## config.mk

```make
export PLATFORM = sky130hd
export DESIGN_NAME = circular_fifo_with_interleave_core
export DESIGN_NICKNAME = d
export VERILOG_FILES = /design/src/hdl/cfi_pkg.sv /design/src/hdl/circular_fifo_with_interleave_core.sv /design/src/hdl/cfi_ctrl.sv /design/src/hdl/cfi_dp.sv
export SDC_FILE = /design/constraint.sdc
export NUM_CORES = 1
export LEC_CHECK = 0
export ABC_AREA = 1
export ABC_CLOCK_PERIOD_IN_PS = 6100
export BUFFER_PORTS_ARGS = -buffer_cell sky130_fd_sc_hd__buf_2
export CAP_MARGIN = 10
export CELL_PAD_IN_SITES_DETAIL_PLACEMENT = 1
export CELL_PAD_IN_SITES_GLOBAL_PLACEMENT = 2
export CORE_UTILIZATION = 45
export CTS_BUF_LIST = sky130_fd_sc_hd__clkbuf_4
export CTS_CLUSTER_DIAMETER = 30
export DETAILED_ROUTE_END_ITERATION = 10
export PLACE_DENSITY = 0.8
export SLEW_MARGIN = 20
export SYNTH_ARGS = -nofsm -noshare
export SYNTH_HDL_FRONTEND = slang
export SYNTH_SLANG_ARGS = --single-unit
```

## constraint.sdc

```tcl
create_clock -name clock -period 6.1 [get_ports clock]
set_input_delay 0.305 -clock clock [delete_from_list [all_inputs] [get_ports clock]]
set_output_delay 0.305 -clock clock [all_outputs]
set_load 0.01 [all_outputs]
```

## src/hdl/cfi_pkg.sv

```systemverilog
// Shared types and codes for the circular FIFO with interleave.
// Used by cfi_ctrl, cfi_dp and circular_fifo_with_interleave_core; depends on nothing.
`default_nettype none

package cfi_pkg;

   localparam int WORD_W   = 32;
   localparam int ACTION_W = 2;
   localparam int STATUS_W = 2;
   localparam int COUNT_W  = 5;

   // request operation codes
   localparam logic [ACTION_W-1:0] ACT_ENQUEUE    = 2'd0;
   localparam logic [ACTION_W-1:0] ACT_DEQUEUE    = 2'd1;
   localparam logic [ACTION_W-1:0] ACT_PEEK       = 2'd2;
   localparam logic [ACTION_W-1:0] ACT_INTERLEAVE = 2'd3;

   // response status codes
   localparam logic [STATUS_W-1:0] STS_OK        = 2'd0;
   localparam logic [STATUS_W-1:0] STS_OVERFLOW  = 2'd1;
   localparam logic [STATUS_W-1:0] STS_UNDERFLOW = 2'd2;
   localparam logic [STATUS_W-1:0] STS_ODD_COUNT = 2'd3;

   typedef struct packed {
      logic [ACTION_W-1:0]      action;
      logic signed [WORD_W-1:0] value;
   } req_type;

   typedef struct packed {
      logic signed [WORD_W-1:0] data;
      logic [STATUS_W-1:0]      status;
      logic [COUNT_W-1:0]       count;
      logic                     is_empty;
      logic                     is_full;
   } rsp_type;

   // controller to datapath
   typedef struct packed {
      logic enq;         // write value at tail, count up
      logic deq;         // read head, advance head, count down
      logic peek;        // read head
      logic walk_start;  // load pair index and half count
      logic copy_rd;     // read slot head+idx
      logic copy_wr;     // write scratch[idx] from slot read data
      logic merge_rd;    // read slot head+half+idx and scratch[idx]
      logic merge_w0;    // write slot head+2idx from scratch read data
      logic merge_w1;    // write slot head+2idx+1 from slot read data
   } cmd_type;

   // datapath to controller
   typedef struct packed {
      logic signed [WORD_W-1:0] data;
      logic [COUNT_W-1:0]       count;
      logic                     is_empty;
      logic                     is_full;
      logic                     is_odd;
      logic                     idx_last;
   } stat_type;

endpackage

`default_nettype wire

```

## src/hdl/circular_fifo_with_interleave_core.sv

```systemverilog
// Top level of the circular FIFO with interleave: controller plus datapath.
// Depends on cfi_pkg, cfi_ctrl and cfi_dp.
//
// A ring-buffer FIFO of DEPTH signed 32-bit words. Each request word carries one
// operation: enqueue, dequeue, peek or interleave halves; each request yields exactly
// one response word with data, status, the count after the operation and the empty and
// full flags. For enqueue, dequeue and peek the request is accepted, the slot memory is
// read or written at that edge, and the response shows up in the output register on
// the next cycle. A new request is taken in the same cycle the previous response is
// taken, so these three run at one word per cycle. Interleave
// with an even count n reorders the stored words in place through a scratch memory
// and holds req_stall high after acceptance until the reorder is done: each word of
// the first half is read and copied out, then each pair is read and written back as
// two slots through the single write port of the slot memory. Its response (data 0)
// is presented at once and may be taken while the reorder runs. Interleave with an
// odd count is refused with status 3; enqueue when full reports status 1, dequeue
// or peek when empty reports status 2 with data -1. The slot and scratch memories
// are not cleared by reset; only written entries are ever read.
`default_nettype none

module circular_fifo_with_interleave_core #(
   parameter int DEPTH = 16
) (
   input  logic             clock,
   input  logic             reset,
   input  logic             req_valid,
   output logic             req_stall,
   input  cfi_pkg::req_type req_word,
   output logic             rsp_valid,
   input  logic             rsp_stall,
   output cfi_pkg::rsp_type rsp_word
);
   import cfi_pkg::*;

   cmd_type  cmd;   // per-cycle datapath commands
   stat_type stat;  // count, flags, read data and walk progress

   // decode requests, sequence the interleave walk, hold the response
   cfi_ctrl u_ctrl (
      .clock     (clock),
      .reset     (reset),
      .req_valid (req_valid),
      .req_stall (req_stall),
      .req_word  (req_word),
      .rsp_valid (rsp_valid),
      .rsp_stall (rsp_stall),
      .rsp_word  (rsp_word),
      .cmd       (cmd),
      .stat      (stat)
   );

   // storage, ring pointers and the pair index of the walk
   cfi_dp #(
      .DEPTH (DEPTH)
   ) u_dp (
      .clock (clock),
      .reset (reset),
      .value (req_word.value),
      .cmd   (cmd),
      .stat  (stat)
   );

endmodule

`default_nettype wire

```

## src/hdl/cfi_ctrl.sv

```systemverilog
// Controller of the circular FIFO: request decode, interleave sequencer, result register.
// Depends on cfi_pkg; drives cfi_dp through cmd_type and reads stat_type.
`default_nettype none

module cfi_ctrl (
   input  logic             clock,
   input  logic             reset,
   input  logic             req_valid,
   output logic             req_stall,
   input  cfi_pkg::req_type req_word,
   output logic             rsp_valid,
   input  logic             rsp_stall,
   output cfi_pkg::rsp_type rsp_word,
   output cfi_pkg::cmd_type cmd,
   input  cfi_pkg::stat_type stat
);
   import cfi_pkg::*;

   typedef enum logic [2:0] {
      ST_IDLE,
      ST_COPY_RD,
      ST_COPY_WR,
      ST_MERGE_RD,
      ST_MERGE_W0,
      ST_MERGE_W1
   } state_type;

   typedef enum logic [1:0] {
      SEL_ZERO,
      SEL_NEG_ONE,
      SEL_MEM
   } sel_type;

   state_type           state_ff, state_in;
   sel_type             sel_ff, sel_in;
   logic [STATUS_W-1:0] status_ff, status_in;
   logic                rsp_valid_ff, rsp_valid_in;
   logic                accept;

   always_comb begin
      state_in  = state_ff;
      sel_in    = sel_ff;
      status_in = status_ff;
      cmd       = '0;
      req_stall = (state_ff != ST_IDLE) || (rsp_valid_ff && rsp_stall);
      accept    = req_valid && !req_stall;
      rsp_valid_in = accept || (rsp_valid_ff && rsp_stall);

      unique case (state_ff)
         ST_IDLE: begin
            if (accept) begin
               status_in = STS_OK;
               sel_in    = SEL_ZERO;
               unique case (req_word.action)
                  ACT_ENQUEUE: begin
                     if (stat.is_full) status_in = STS_OVERFLOW;
                     else              cmd.enq = 1'b1;
                  end
                  ACT_DEQUEUE: begin
                     if (stat.is_empty) begin
                        status_in = STS_UNDERFLOW;
                        sel_in    = SEL_NEG_ONE;
                     end else begin
                        cmd.deq = 1'b1;
                        sel_in  = SEL_MEM;
                     end
                  end
                  ACT_PEEK: begin
                     if (stat.is_empty) begin
                        status_in = STS_UNDERFLOW;
                        sel_in    = SEL_NEG_ONE;
                     end else begin
                        cmd.peek = 1'b1;
                        sel_in   = SEL_MEM;
                     end
                  end
                  ACT_INTERLEAVE: begin
                     if (stat.is_odd) begin
                        status_in = STS_ODD_COUNT;
                     end else if (!stat.is_empty) begin
                        cmd.walk_start = 1'b1;
                        state_in       = ST_COPY_RD;
                     end
                  end
                  default: status_in = STS_OK;
               endcase
            end
         end
         ST_COPY_RD: begin
            cmd.copy_rd = 1'b1;
            state_in    = ST_COPY_WR;
         end
         ST_COPY_WR: begin
            cmd.copy_wr = 1'b1;
            state_in    = stat.idx_last ? ST_MERGE_RD : ST_COPY_RD;
         end
         ST_MERGE_RD: begin
            cmd.merge_rd = 1'b1;
            state_in     = ST_MERGE_W0;
         end
         ST_MERGE_W0: begin
            cmd.merge_w0 = 1'b1;
            state_in     = ST_MERGE_W1;
         end
         ST_MERGE_W1: begin
            cmd.merge_w1 = 1'b1;
            state_in     = stat.idx_last ? ST_IDLE : ST_MERGE_RD;
         end
         default: state_in = ST_IDLE;
      endcase
   end

   always_ff @(posedge clock) begin
      if (reset) begin
         state_ff     <= ST_IDLE;
         rsp_valid_ff <= 1'b0;
         sel_ff       <= SEL_ZERO;
         status_ff    <= STS_OK;
      end else begin
         state_ff     <= state_in;
         rsp_valid_ff <= rsp_valid_in;
         sel_ff       <= sel_in;
         status_ff    <= status_in;
      end
   end

   // count and flags are live: nothing changes them while a result waits
   always_comb begin
      rsp_valid         = rsp_valid_ff;
      rsp_word.status   = status_ff;
      rsp_word.count    = stat.count;
      rsp_word.is_empty = stat.is_empty;
      rsp_word.is_full  = stat.is_full;
      case (sel_ff)
         SEL_MEM:     rsp_word.data = stat.data;
         SEL_NEG_ONE: rsp_word.data = '1;
         default:     rsp_word.data = '0;
      endcase
   end

endmodule

`default_nettype wire

```

## src/hdl/cfi_dp.sv

```systemverilog
// Datapath of the circular FIFO: slot and scratch memories, head, count and pair index.
// Depends on cfi_pkg; commanded by cfi_ctrl.
`default_nettype none

module cfi_dp #(
   parameter int DEPTH = 16
) (
   input  logic                              clock,
   input  logic                              reset,
   input  logic signed [cfi_pkg::WORD_W-1:0] value,
   input  cfi_pkg::cmd_type                  cmd,
   output cfi_pkg::stat_type                 stat
);
   import cfi_pkg::*;

   localparam int AW   = (DEPTH > 1) ? $clog2(DEPTH) : 1;
   localparam int CW   = $clog2(DEPTH + 1);
   localparam int HALF = DEPTH / 2;
   localparam int SW   = (HALF > 1) ? $clog2(HALF) : 1;

   logic [WORD_W-1:0] slots_mem   [DEPTH];
   logic [WORD_W-1:0] scratch_mem [HALF];
   logic [WORD_W-1:0] slot_rd_ff;
   logic [WORD_W-1:0] scr_rd_ff;

   logic [AW-1:0] head_ff, head_in;
   logic [AW-1:0] idx_ff, idx_in;
   logic [AW-1:0] half_ff, half_in;
   logic [CW-1:0] count_ff, count_in;

   logic [AW-1:0]     pair_lo_off, pair_hi_off;
   logic [AW-1:0]     rd_addr, wr_addr;
   logic              rd_en, wr_en;
   logic [WORD_W-1:0] wr_data;
   logic [SW-1:0]     scr_idx;
   logic              idx_last;
   logic [31:0]       count_wide;

   // ring add: both operands below DEPTH, one compare and subtract
   function automatic logic [AW-1:0] wrap_add(input logic [AW-1:0] a, input logic [AW-1:0] b);
      logic [AW:0] sum;
      sum = {1'b0, a} + {1'b0, b};
      if (sum >= (AW + 1)'(DEPTH)) sum = sum - (AW + 1)'(DEPTH);
      return sum[AW-1:0];
   endfunction

   always_comb begin
      pair_lo_off = AW'({idx_ff, 1'b0});
      pair_hi_off = pair_lo_off + AW'(1);
      scr_idx     = idx_ff[SW-1:0];
      idx_last    = (idx_ff == half_ff - AW'(1));

      rd_en   = cmd.deq || cmd.peek || cmd.copy_rd || cmd.merge_rd;
      rd_addr = head_ff;
      if (cmd.copy_rd)  rd_addr = wrap_add(head_ff, idx_ff);
      if (cmd.merge_rd) rd_addr = wrap_add(head_ff, half_ff + idx_ff);

      wr_en   = cmd.enq || cmd.merge_w0 || cmd.merge_w1;
      wr_addr = wrap_add(head_ff, AW'(count_ff));
      wr_data = value;
      if (cmd.merge_w0) begin
         wr_addr = wrap_add(head_ff, pair_lo_off);
         wr_data = scr_rd_ff;
      end
      if (cmd.merge_w1) begin
         wr_addr = wrap_add(head_ff, pair_hi_off);
         wr_data = slot_rd_ff;
      end

      head_in  = head_ff;
      count_in = count_ff;
      idx_in   = idx_ff;
      half_in  = half_ff;
      if (cmd.enq) count_in = count_ff + CW'(1);
      if (cmd.deq) begin
         count_in = count_ff - CW'(1);
         head_in  = wrap_add(head_ff, AW'(1));
      end
      if (cmd.walk_start) begin
         idx_in  = '0;
         half_in = AW'(count_ff >> 1);
      end
      if (cmd.copy_wr)  idx_in = idx_last ? '0 : idx_ff + AW'(1);
      if (cmd.merge_w1) idx_in = idx_ff + AW'(1);
   end

   always_ff @(posedge clock) begin
      if (wr_en)        slots_mem[wr_addr]   <= wr_data;
      if (rd_en)        slot_rd_ff           <= slots_mem[rd_addr];
      if (cmd.copy_wr)  scratch_mem[scr_idx] <= slot_rd_ff;
      if (cmd.merge_rd) scr_rd_ff            <= scratch_mem[scr_idx];
   end

   always_ff @(posedge clock) begin
      if (reset) begin
         head_ff  <= '0;
         count_ff <= '0;
         idx_ff   <= '0;
         half_ff  <= '0;
      end else begin
         head_ff  <= head_in;
         count_ff <= count_in;
         idx_ff   <= idx_in;
         half_ff  <= half_in;
      end
   end

   always_comb begin
      count_wide    = 32'(count_ff);
      stat.data     = slot_rd_ff;
      stat.count    = count_wide[COUNT_W-1:0];
      stat.is_empty = (count_ff == '0);
      stat.is_full  = (count_ff == CW'(DEPTH));
      stat.is_odd   = count_ff[0];
      stat.idx_last = idx_last;
   end

endmodule

`default_nettype wire
```

---- Word level (Yosys, flattened, before mapping) ----
Memories as Yosys holds them, arrays and structs flattened. A register that Yosys moved wholly into a read port is not among the register bits.
Index checks and enable logic that the tools add are counted.
operators by class
  $add $sub $neg .......................... 18
  $mul .................................... 0
  divide/modulo/power cells ............... 0
  $lt $le $gt $ge ......................... 6
  eq/ne operators ......................... 16
  shift operators ......................... 0
  multiplexer cells ....................... 50
  bitwise logic cells ..................... 0
  reduce and logical (&&, ||, !) cells .... 19
operators by type and width
  cell                 number
  $mux 32              2
  $mux 4               16
  $pmux 32 s2          1
  $ge 5x5->1 const B   6
  $sub 4x1->4 const B  7
  $add 4x4->5          5
  $pmux 3 s6           1
  $mux 1               17
  $mux 2               6
  $mux 3               4
  $mux 5               2
  $add 4x1->4 const B  2
  $logic_or 1x1->1     7
  $eq 2x2->1 const B   3
  $eq 3x2->1 const B   2
  $eq 3x3->1 const B   2
  $ne 2x2->1 const B   3
  $pmux 2 s3           1
  $reduce_bool 3->1    2
  $add 4x1->5 const B  1
  $add 5x1->5 const B  1
  $eq 5x5->1 const B   1
  $logic_not 5->1      1
  $sub 5x1->5 const B  1
  other kinds (13)     15
storage, ports and cells
  register bits after elaboration ......... 25
  bits in latches ......................... 0
  memory bits (writable) .................. 768
  bits in read-only memories .............. 0
  memories ................................ 2
memories
  memory            words  bits a word  rd ports  clocked after Yosys merged registers in  write ports  line          text
  u_dp.slots_mem    16     32           1         1                                        1            cfi_dp.sv:21  logic [WORD_W-1:0] slots_mem [DEPTH];
  u_dp.scratch_mem  8      32           1         1                                        1            cfi_dp.sv:22  logic [WORD_W-1:0] scratch_mem [HALF];

---- Logic depth before layout (Yosys ltp) ----
Gate-level depths: netlist of run 1.
  depth after elaboration ................. 10
  gate-level depth with buffers ........... 14

---- Cells and area by module ----
From an unflattened synthesis of run 1, not the netlist that was laid out.
second synthesis, totals
  cells, all modules ...................... 3,459
  area, all modules ....................... 37,618.6 um^2
modules (own cells, without submodules)
  module    instances  cells each  area an instance (um^2)  seq. area each (um^2)
  cfi_dp    1          3,286       36,643.9                 25,324.3
  cfi_ctrl  1          173         974.7                    160.2

---- Worst setup path before layout of run 1 ----
No wires, ideal clock.
  path kind ............................... reg2reg
  from .................................... register u_dp.idx_ff[0]
  to ...................................... memory u_dp.scratch_mem[1][0] (enable)
  data arrival time ....................... 3.808 ns
  required time ........................... 5.598 ns
  slack ................................... 1.791 ns
  cell stages (with the launch flop) ...... 3
  period minus slack after synthesis ...... 4.309 ns
  cell sequence ........................... dfxtp_1 -> inv_1 -> nor4_1
RTL lines
  element                   line           text
  start: declaration        cfi_dp.sv:27   logic [AW-1:0] idx_ff, idx_in;
  start signal: assignment  cfi_dp.sv:103  idx_ff <= idx_in;
  end: declaration          cfi_dp.sv:22
Straight into the memory's write port.

---- Worst setup path after layout of run 1 ----
  from .................................... register u_ctrl.state_ff[2]
  to ...................................... memory u_dp.slots_mem[0][28] (enable)
on the way
  cells in the longest elaborated chain, start to end .. 10
  elaborated cells between the ends (all ways) .. 17
  classes of those cells .................. eq/ne (2); mux (8); reduce/logical (7)
RTL lines
  element                         line             text
  start: declaration              cfi_ctrl.sv:34   state_type state_ff, state_in;
  start signal: assignment        cfi_ctrl.sv:120  state_ff <= state_in;
  $reduce_bool 3->1               cfi_ctrl.sv:45   req_stall = (state_ff != ST_IDLE) || (rsp_valid_ff && rsp_stall);
  $logic_or 1x1->1                cfi_ctrl.sv:45
  $logic_not 1->1                 cfi_ctrl.sv:46   accept = req_valid && !req_stall;
  $logic_and 1x1->1               cfi_ctrl.sv:46
  $mux 4                          cfi_ctrl.sv:51   if (accept) begin
  $mux 4                          cfi_ctrl.sv:49   unique case (state_ff)
  $logic_or 1x1->1 (2 in series)  cfi_dp.sv:58     wr_en = cmd.enq || cmd.merge_w0 || cmd.merge_w1;
  $mux 1                          cfi_dp.sv:88     if (wr_en) slots_mem[wr_addr] <= wr_data;
  $mux 1 (implied by the code)    cfi_dp.sv:88
  end: declaration                cfi_dp.sv:21
Parallel ways exist; a longest one is shown, timed or not.

==> results.sh, run 1 <==
export IMPL_synth_cell_area_mm2=0.0365
export IMPL_synthSimpleGateAreaFrac_pct=19.5
export IMPL_post_cts_setup_buffer_count=0
export IMPL_clk_path_buf_depth=3
export IMPL_ios=81
export IMPL_drive_above_1_share_pct=15.8
export IMPL_grt_pass1_wl_um=173000
export IMPL_clk_pin_slew_worst_paths_ns=0.07
export IMPL_fin_cells=4582
export IMPL_drv_slew=0
export IMPL_finalSetupTns_ns=0
export IMPL_grt_max_degree=175
export IMPL_vdd_drop_max_uv=159
export IMPL_syn_area_per_cell_um2=11.6
export IMPL_rows=104
export IMPL_setup_viol=0
export IMPL_synth_area_leaders="edfxtp_1 (69%), nand2_1 (6.7%), nand3_1 (6.6%)"
export IMPL_antenna_found_initial=3
export IMPL_ys_ff_latch=857
export IMPL_worstSkewPairLatency_ns=1.09
export IMPL_cts_tree="yes"
export IMPL_rsz0062_at_grt="no"
export IMPL_viasPerCell=5.81
export IMPL_vias=26600
export IMPL_coreArea_mm2=0.0803
export IMPL_p_leak_uw=0.0158
export IMPL_cts_num_sinks=857
export IMPL_gp_congestion=0.888
export IMPL_drcViolationCount=0
export IMPL_netlist_instances=3132
export IMPL_drtPass1Iterations=5
export IMPL_worst_pin_slew_ns=1.12
export IMPL_power_uw=13800
export IMPL_synth_warning_count=0
export IMPL_period_needed_ns=4.41
export IMPL_initial_core_util_pct=45.4
export IMPL_synthMuxAreaShare_pct=0
export IMPL_critPathCaptureType="flip-flop"
export IMPL_cts_htree_levels=4
export IMPL_nets=3403
export IMPL_synth_main_ff_cell="edfxtp_1"
export IMPL_antenna_left=0
export IMPL_hold_viol=0
export IMPL_die_height_um=287
export IMPL_cts_made_buffers=231
export IMPL_die_w_um=287
export IMPL_maxCapViolations=0
export IMPL_maxSlewHeadroom_pct=25.1
export IMPL_power_density_mw_per_mm2=331
export IMPL_wire_per_inst_um=25.3
export IMPL_synth_xor_area_share_pct=0.288
export IMPL_drtIter0Drc=2498
export IMPL_dpl_cell_count=4128
export IMPL_hold_class="in2reg"
export IMPL_portBuffers=80
export IMPL_crit_type="reg2reg"
export IMPL_yosysUniqueCellTypes=35
export IMPL_dp_hpwl_um=65400
export IMPL_synth_top_family_by_area="simple AND/OR/NAND/NOR gates"
export IMPL_cp_arrival_ns=5.16
export IMPL_cts_root_buf="clkbuf_4"
export IMPL_run_status="finished clean"
export IMPL_cp_max_fo=24
export IMPL_ctsResizeCount=0
export IMPL_dieArea_mm2=0.0822
export IMPL_synth_compound_area_share_pct=3.07
export IMPL_yosys_top_cells_count="edfxtp_1 (832), nand2_1 (648), nand3_1 (479)"
export IMPL_synth_edf_count=832
export IMPL_critPathLaunchType="flip-flop"
export IMPL_cts_hold_buffers=29
export IMPL_fmax_ghz=0.227
export IMPL_yosysTopAreaCellShare_pct=68.5
export IMPL_ys_async_sr_fraction_pct=0
export IMPL_grt_ovfl_total=0
export IMPL_synth_area_leader_cell="edfxtp_1"
export IMPL_synth_fa_ha_area_share_pct=1.31
export IMPL_grt_total_usage_pct=28.3
export IMPL_synth_nets=3204
export IMPL_fin_crit_sh_pct=72.4
export IMPL_synth_most_common_cell="edfxtp_1"
export IMPL_clock_skew_ns=0.0768
export IMPL_crit_required_ns=6.84
export IMPL_ys_seq_area_share_pct=69.9
export IMPL_grt_pass1_vias=27700
export IMPL_syn_to_final_growth_pct=14.0
export IMPL_wirelength_um=116000
[path summary, 6_finish.rpt]
check / cells after the start / to / startpoint / slack, ns
max: 11 / u_dp.slots_mem[0][28] / u_ctrl.state_ff[2] / 1.69
min: 3 / u_dp.slots_mem[3][9] / req_word[9] / 0.16
max reg2reg: 11 / u_dp.slots_mem[0][28] / u_ctrl.state_ff[2] / 1.69
min reg2reg: 2 / u_ctrl.sel_ff[0] / u_ctrl.sel_ff[0] / 0.49
[worst max-delay path: stages, from the launching register on]
cell,delay [ns]
dfxtp_1,0.45
inv_2,0.10
nor2_4,0.36
inv_2,0.30
nor2_4,0.53
inv_2,0.30
nor2_1,0.18
nor2_1,0.06
o21ai_1,0.17
nand3_1,0.39
nor2_4,0.89
buf_4,0.37
[registers in the layout, indices dropped and copies added (netlist names)]
name and flops:
u_dp.slots_mem 512, u_dp.head_ff 4, u_dp.scratch_mem 256, u_dp.scr_rd_ff 32, u_dp.count_ff 5, u_ctrl.state_ff 3, u_ctrl.sel_ff 2, u_dp.idx_ff 4
u_dp.slot_rd_ff 32, u_ctrl.rsp_valid 1, u_dp.half_ff 4, u_ctrl.status_ff 2
[routing by layer]
layer / GRT usage, % / vias up / share of wire [%]
met5: 0 / - / 0
met4: 10.5 / 0 / 2.5
met3: 4.83 / 183 / 7.0
met2: 45.6 / 1088 / 48
met1: 38.6 / 13600 / 42
li1: - / 11800 / -
[cell type report]
type,instances,area [µm²]
Sequential cell,857,25500
Multi-Input combinational cell,1740,9060
Clock inverter,113,793
Fill cell,8521,38700
Tap cell,1060,1330
Inverter,324,1220
Timing Repair Buffer,177,1360
Clock buffer,310,2330
Antenna cell,1,2.50
[report_power, final]
group / internal, µW / switching, µW
logic: 446 / 1150
registers: 6640 / 167
clock network: 2860 / 2520
[cell families after synthesis]
logic type,count (synthesis)
DFF,857
and+or+nand+nor,1520
buffers and inverters,535
xor gates and xnor gates,12
adders and majority gates,34
AOI/OAI and AO/OA,174
[placed cells by master, fill, tap and decap left out, types with 3 or more instances in the layout]
cell type,instances
and3_1,5
nand2_2,3
inv_1,316
nor2_4,26
buf_2,80
nand3_1,478
inv_2,7
clkinv_1,67
ha_1,27
nand2_1,647
nand4_1,283
a22oi_1,43
clkbuf_4,310
xor2_1,8
a221oi_1,17
a22o_1,11
bufinv_16,11
xnor2_1,4
a21oi_1,57
nor2_1,63
nor2_2,3
dlygate4sd3_1,29
buf_16,5
o21ai_0,26
clkinv_2,28
o22ai_1,12
edfxtp_1,832
buf_4,58
clkinv_4,3
fa_1,7
dfxtp_1,25
buf_12,4
[per-stage QoR]
step	area [µm²]	hold slack, ns	setup WS, ns	utilization (%)
floorplan	36500	0.374	1.79	-
global placement	38000	0.474	1.82	47.3
detailed placement	38100	0.486	1.64	47.5
CTS	41500	0.0121	1.68	51.7
global route	41600	0.101	1.40	51.8
finish	41600	0.164	1.69	51.8
No activity file was read; power rests on OpenSTA's default activity.
==> run 2, diff against run 1 <==
--- a/config.mk
+++ b/config.mk
@@ -6,7 +6,7 @@
 export NUM_CORES = 1
 export LEC_CHECK = 0
 export ABC_AREA = 1
-export ABC_CLOCK_PERIOD_IN_PS = 6100
+export ABC_CLOCK_PERIOD_IN_PS = 4480
 export BUFFER_PORTS_ARGS = -buffer_cell sky130_fd_sc_hd__buf_2
 export CAP_MARGIN = 10
 export CELL_PAD_IN_SITES_DETAIL_PLACEMENT = 1
==> constraint.sdc (replaced) <==
create_clock -name clock -period 4.48 [get_ports clock]
set_input_delay 0.224 -clock clock [delete_from_list [all_inputs] [get_ports clock]]
set_output_delay 0.224 -clock clock [all_outputs]
set_load 0.01 [all_outputs]
==> run 2 against run 1 <==
Die area stayed put; hold slack worse by 0.021 ns; via count is 1.4% lower; count of clock-buffer cells in the layout is 7 lower; register-to-register slack worse by 0.72 ns; combinational power is 35% higher; sequential share of layout area is 0.22 points higher; clock skew is 0.013 ns higher; core utilization is 0.18 points lower; sequential power is 36% higher; critical path type unchanged; largest power group unchanged.
==> results.sh, run 2 (synthesized netlist as in run 1, its figures left out) <==
export IMPL_run_status="finished clean"
export IMPL_die_height_um=287
export IMPL_gp_congestion=0.855
export IMPL_cpLargestDelayFamily="buffers and inverters"
export IMPL_grt_pass1_vias=27400
export IMPL_grt_pass1_wl_um=169000
export IMPL_fin_crit_sh_pct=78.4
export IMPL_slowest_delay_ns=0.81
export IMPL_finalSetupTns_ns=0
export IMPL_largest_register_ffs=512
export IMPL_ios=81
export IMPL_dieArea_mm2=0.0822
export IMPL_drtPass1Iterations=5
export IMPL_cts_num_sinks=857
export IMPL_grt_ovfl_total=0
export IMPL_syn_to_final_growth_pct=13.6
export IMPL_dp_hpwl_um=61500
export IMPL_dpl_cell_count=4126
export IMPL_critPathCaptureType="flip-flop"
export IMPL_top_register="u_dp.slots_mem"
export IMPL_critPathLaunchType="flip-flop"
export IMPL_final_setup_worst_slack_ns=0.968
export IMPL_hold_viol=0
export IMPL_rows=104
export IMPL_crit_type="reg2reg"
export IMPL_maxCapViolations=0
export IMPL_cts_root_buf="clkbuf_4"
export IMPL_whs_ns=0.143
export IMPL_wirelength_um=113000
export IMPL_cts_htree_levels=4
export IMPL_worst_pin_slew_ns=1.08
export IMPL_cts_tree="yes"
export IMPL_clk_pin_slew_worst_paths_ns=0.07
export IMPL_cp_arrival_ns=4.41
export IMPL_period_needed_ns=3.51
export IMPL_mostFrequentLayoutCells="edfxtp_1 (832), nand2_1 (647), nand3_1 (478)"
export IMPL_vdd_drop_max_uv=234
export IMPL_maxSlewHeadroom_pct=27.4
export IMPL_power_density_mw_per_mm2=440
export IMPL_cpMaxStageDelayCell="dlygate4sd3_1"
export IMPL_clk_path_buf_depth=3
export IMPL_drv_slew=0
export IMPL_critPathBufInv=4
export IMPL_largest_registers="u_dp.slots_mem (512), u_dp.scratch_mem (256)"
export IMPL_grt_total_usage_pct=27.7
export IMPL_antenna_left=0
export IMPL_cts_made_buffers=220
export IMPL_fin_cells=4545
export IMPL_wire_per_inst_um=24.8
export IMPL_nets=3393
export IMPL_place_ws_ns=0.988
export IMPL_coreArea_mm2=0.0803
export IMPL_drtIter0Drc=2342
export IMPL_drive_above_1_share_pct=15.3
export IMPL_antenna_found_initial=2
export IMPL_initial_core_util_pct=45.4
export IMPL_die_w_um=287
export IMPL_cts_hold_buffers=33
export IMPL_final_common_cell="edfxtp_1"
export IMPL_fmax_ghz=0.285
export IMPL_vias=26200
export IMPL_rsz0062_at_grt="no"
export IMPL_post_cts_setup_buffer_count=0
export IMPL_ctsResizeCount=0
export IMPL_worstSkewPairLatency_ns=1.09
export IMPL_setup_viol=0
export IMPL_drcViolationCount=0
export IMPL_cp_max_fo=9
export IMPL_portBuffers=80
export IMPL_viasPerCell=5.77
export IMPL_crit_required_ns=5.38
export IMPL_clock_skew_ns=0.0899
export IMPL_p_leak_uw=0.0157
export IMPL_grt_max_degree=183
export IMPL_path_cells="inv_1 -> nand2_1 -> inv_1 -> nand3_2 -> dlygate4sd3_1 -> nor2_4 -> inv_1 -> fa_1 -> nor2_1 -> a211oi_1 -> nor2_1 -> nand3_1 -> nand3_1 -> nand2_1 -> nor2_1"
export IMPL_fin_util_pct=51.6
export IMPL_hold_class="in2reg"
-- run 2: changes by cell type in the layout (fill, tap and decap cells not counted), moves of 5 or more --
cell,change
clkbuf_4,-7
nor2_1,-7
buf_4,-13
nor2_2,+7
clkinv_2,-19
buf_16,-5
clkinv_1,-8
buf_12,+16
-- run 2: path summary, 6_finish.rpt --
kind	startpoint	to	slack, ns	cells past startpoint
setup / recovery	u_ctrl.state_ff[1]	u_dp.count_ff[4]	0.97	15
hold / removal	rsp_stall	u_ctrl.rsp_valid	0.14	4
setup reg to reg	u_ctrl.state_ff[1]	u_dp.count_ff[4]	0.97	15
hold reg to reg	u_ctrl.sel_ff[0]	u_ctrl.sel_ff[0]	0.50	2
-- run 2: metal layers --
metal	vias to the layer above	GRT usage [%]	share of wire, %
met5	-	0	0
met4	0	10.2	2.6
met3	214	4.46	6.4
met2	1001	46.1	49
met1	13300	36.6	42
li1	11700	-	-
-- run 2: layout make-up --
type,count,area (µm²)
diodes,1,2.50
clock buffers,303,2270
clock inverters,82,561
fillers,8457,38900
inverters,324,1220
multi-input cells,1740,9080
flip-flops and latches,857,25500
well taps,1060,1330
repair buffers,178,1470
-- run 2: metrics by stage --
step           cell area [µm²]  total power (µW)
6_report                 41400             18200
5_1_grt                  41400             18900
4_1_cts                  41400             18400
3_5_place_dp             38200             11500
3_3_place_gp             38200             11500
2_1_floorplan            36500             10700
-- run 2: power by group --
part	internal [µW]	switching [µW]	leakage, µW
clock	3550	3270	0.00166
combinational	639	1510	0.00633
sequential	9040	218	0.00769
-- run 2: worst reg2reg max path: stages (launching register included) --
cell and delay (ns):
dfxtp_1 0.47, inv_1 0.16, nand2_1 0.17, inv_1 0.09
nand3_2 0.07, dlygate4sd3_1 0.81, nor2_4 0.15, inv_1 0.27
fa_1 0.28, nor2_1 0.06, a211oi_1 0.46, nor2_1 0.10
nand3_1 0.11, nand3_1 0.07, nand2_1 0.06, nor2_1 0.05
==> run 3, diff against run 2 <==
--- a/config.mk
+++ b/config.mk
@@ -6,16 +6,16 @@
 export NUM_CORES = 1
 export LEC_CHECK = 0
 export ABC_AREA = 1
-export ABC_CLOCK_PERIOD_IN_PS = 4480
+export ABC_CLOCK_PERIOD_IN_PS = 3000
 export BUFFER_PORTS_ARGS = -buffer_cell sky130_fd_sc_hd__buf_2
 export CAP_MARGIN = 10
 export CELL_PAD_IN_SITES_DETAIL_PLACEMENT = 1
 export CELL_PAD_IN_SITES_GLOBAL_PLACEMENT = 2
-export CORE_UTILIZATION = 45
+export CORE_UTILIZATION = 41
 export CTS_BUF_LIST = sky130_fd_sc_hd__clkbuf_4
 export CTS_CLUSTER_DIAMETER = 30
 export DETAILED_ROUTE_END_ITERATION = 10
-export PLACE_DENSITY = 0.8
+export PLACE_DENSITY = 0.77
 export SLEW_MARGIN = 20
 export SYNTH_ARGS = -nofsm -noshare
 export SYNTH_HDL_FRONTEND = slang
==> constraint.sdc (replaced) <==
create_clock -name clock -period 3 [get_ports clock]
set_input_delay 0.15 -clock clock [delete_from_list [all_inputs] [get_ports clock]]
set_output_delay 0.15 -clock clock [all_outputs]
set_load 0.01 [all_outputs]
==> run 3 against run 2 <==
Via count increased by 1.5%; critical path type unchanged; hold slack better by 0.0064 ns; global-route usage is 2.0 points lower; sequential power rose by 49%; register-to-register slack worse by 0.91 ns; setup slack got worse by 0.91 ns; flip-flop and latch count is the same; count of clock-buffer cells in the layout is 7 higher; critical path depth shrank 3.
==> results.sh, run 3 (synthesized netlist as in run 1, its figures left out) <==
export IMPL_fin_crit_sh_pct=98.1
export IMPL_die_height_um=300
export IMPL_cp_max_fo=21
export IMPL_final_common_cell="edfxtp_1"
export IMPL_cp_arrival_ns=3.75
export IMPL_critPathCaptureType="flip-flop"
export IMPL_intPower_uw=19900
export IMPL_worst_pin_slew_ns=0.860
export IMPL_wirelength_um=116000
export IMPL_fmax_ghz=0.340
export IMPL_cts_root_buf="clkbuf_4"
export IMPL_fillerInstances=9292
export IMPL_crit_type="reg2reg"
export IMPL_vias=26700
export IMPL_swShare_pct=27.6
export IMPL_whs_ns=0.149
export IMPL_initial_core_util_pct=41.3
export IMPL_drive_above_1_share_pct=17.5
export IMPL_rows=109
export IMPL_die_w_um=300
export IMPL_hold_viol=0
export IMPL_cts_made_buffers=221
export IMPL_period_needed_ns=2.94
export IMPL_switchingPower_uw=7590
export IMPL_place_ws_ns=-0.0653
export IMPL_hold_class="in2reg"
export IMPL_cpLargestDelayFamily="adder cells"
export IMPL_critPathBufInv=3
export IMPL_comb_power_share_pct=12.8
export IMPL_critPathLaunchType="flip-flop"
export IMPL_viasPerCell=5.60
export IMPL_grt_total_usage_pct=25.7
export IMPL_setup_viol=0
export IMPL_grt_ovfl_total=0
export IMPL_drv_slew=0
export IMPL_vdd_drop_max_uv=356
export IMPL_cts_tree="yes"
export IMPL_fin_util_pct=48.6
export IMPL_nets=3492
export IMPL_dp_hpwl_um=67200
export IMPL_cpMaxStageDelayCell="fa_1"
export IMPL_wire_per_inst_um=24.4
export IMPL_crit_top_cell="nand3_1"
export IMPL_slowest_delay_ns=0.53
export IMPL_grt_pass1_vias=27900
export IMPL_drcViolationCount=0
export IMPL_path_cells="ha_1 -> fa_1 -> inv_1 -> fa_1 -> nand2_1 -> nand3_4 -> clkinv_8 -> buf_12 -> nand3_1 -> nand3_1 -> nand3_1 -> nand2_1"
export IMPL_p_leak_uw=0.0164
export IMPL_pwr_share_clk_pct=37.0
export IMPL_grt_max_degree=144
export IMPL_portBuffers=80
export IMPL_cts_htree_levels=4
export IMPL_top_register="u_dp.slots_mem"
export IMPL_largest_register_ffs=512
export IMPL_drtPass1Iterations=5
export IMPL_run_status="finished clean"
export IMPL_drtIter0Drc=2063
export IMPL_coreArea_mm2=0.0882
export IMPL_rsz0062_at_grt="yes"
export IMPL_mostFrequentLayoutCells="edfxtp_1 (832), nand2_1 (645), nand3_1 (476)"
export IMPL_clock_skew_ns=0.0737
export IMPL_grt_pass1_wl_um=173000
export IMPL_antenna_left=0
export IMPL_clk_pin_slew_worst_paths_ns=0.06
export IMPL_largest_registers="u_dp.slots_mem (512), u_dp.scratch_mem (256)"
export IMPL_gp_congestion=0.843
export IMPL_power_frac_seq_pct=50.2
export IMPL_crit_required_ns=3.81
export IMPL_finalSetupTns_ns=0
export IMPL_maxCapViolations=0
export IMPL_dieArea_mm2=0.0901
export IMPL_maxSlewHeadroom_pct=42.5
export IMPL_ios=81
export IMPL_cts_num_sinks=857
export IMPL_power_density_mw_per_mm2=641
export IMPL_syn_to_final_growth_pct=17.6
export IMPL_clk_path_buf_depth=3
export IMPL_final_setup_worst_slack_ns=0.0573
export IMPL_worstSkewPairLatency_ns=1.12
export IMPL_antenna_found_initial=4
run 3: cell count changes in the layout (fill, tap and decap cells not counted), moves of 5 or more:
cell and change:
buf_6 +5, dlygate4sd3_1 +11, buf_4 +44, clkbuf_4 +7
nor2_2 -10, clkinv_1 -8, nor2_1 +10, buf_12 +32
run 3: area by class of cell:
type,count,area (µm²),share of cell area (%)
Antenna cell,5,12.5,0.0292
Clock buffer,310,2330,5.43
Clock inverter,81,526,1.23
Inverter,324,1230,2.87
Multi-Input combinational cell,1740,9090,21.2
Sequential cell,857,25500,59.4
Tap cell,1165,1460,3.40
Timing Repair Buffer,276,2760,6.44
run 3: per-layer routing:
layer	GRT usage (%)	routed length, µm	up-vias
li1	-	-	11900
met1	33.6	49900	13700
met2	43.0	56800	849
met3	4.34	6320	204
met4	9.06	2970	0
met5	0	0	-
run 3: path summary, 6_finish.rpt:
| kind | start | end | slack (ns) | cells past startpoint |
|---|---|---|---|---|
| setup / recovery | u_dp.half_ff[0] | u_dp.slot_rd_ff[8] | 0.06 | 12 |
| hold / removal | req_valid | u_ctrl.status_ff[1] | 0.15 | 6 |
| setup reg to reg | u_dp.half_ff[0] | u_dp.slot_rd_ff[8] | 0.06 | 12 |
| hold reg to reg | u_dp.scratch_mem[6][0] | u_dp.scr_rd_ff[0] | 0.54 | 2 |
run 3: power by group through the flow:
| stage | Clock, µW | Sequential [µW] | Combinational, µW |
|---|---|---|---|
| 5_1_grt | 11000 | 13800 | 3840 |
| 6_report | 10200 | 13800 | 3520 |
| 2_1_floorplan | 0 | 13900 | 2090 |
| 3_3_place_gp | 0 | 14000 | 3280 |
| 3_5_place_dp | 0 | 14100 | 3360 |
| 4_1_cts | 10400 | 13800 | 3450 |
run 3: per-stage QoR:
stage / total power (µW) / area (µm²) / instances
after global placement: 17300 / 39300 / 4303
after floorplan: 16000 / 36500 / 3132
final: 27500 / 42900 / 4758
after global routing: 28600 / 42900 / 4757
after detailed placement: 17400 / 39300 / 4303
after CTS: 27700 / 42700 / 4741
run 3: what timing repair did:
item | 4_1_cts | 5_1_grt
resized for setup | 3 | 14
pin swaps | 1 | 4
hold buffers | 44 | 0
gates cloned | 0 | 5
buffers inserted | 3 | 7
hold endpoints to repair | 569 | 0
setup endpoints to repair | 31 | 334
run 3: worst register-to-register path, cell delays in order, from the launching register on:
cell and delay (ns):
dfxtp_1 0.31, ha_1 0.23, fa_1 0.53, inv_1 0.06, fa_1 0.49, nand2_1 0.09, nand3_4 0.19, clkinv_8 0.18
buf_12 0.20, nand3_1 0.17, nand3_1 0.09, nand3_1 0.10, nand2_1 0.05
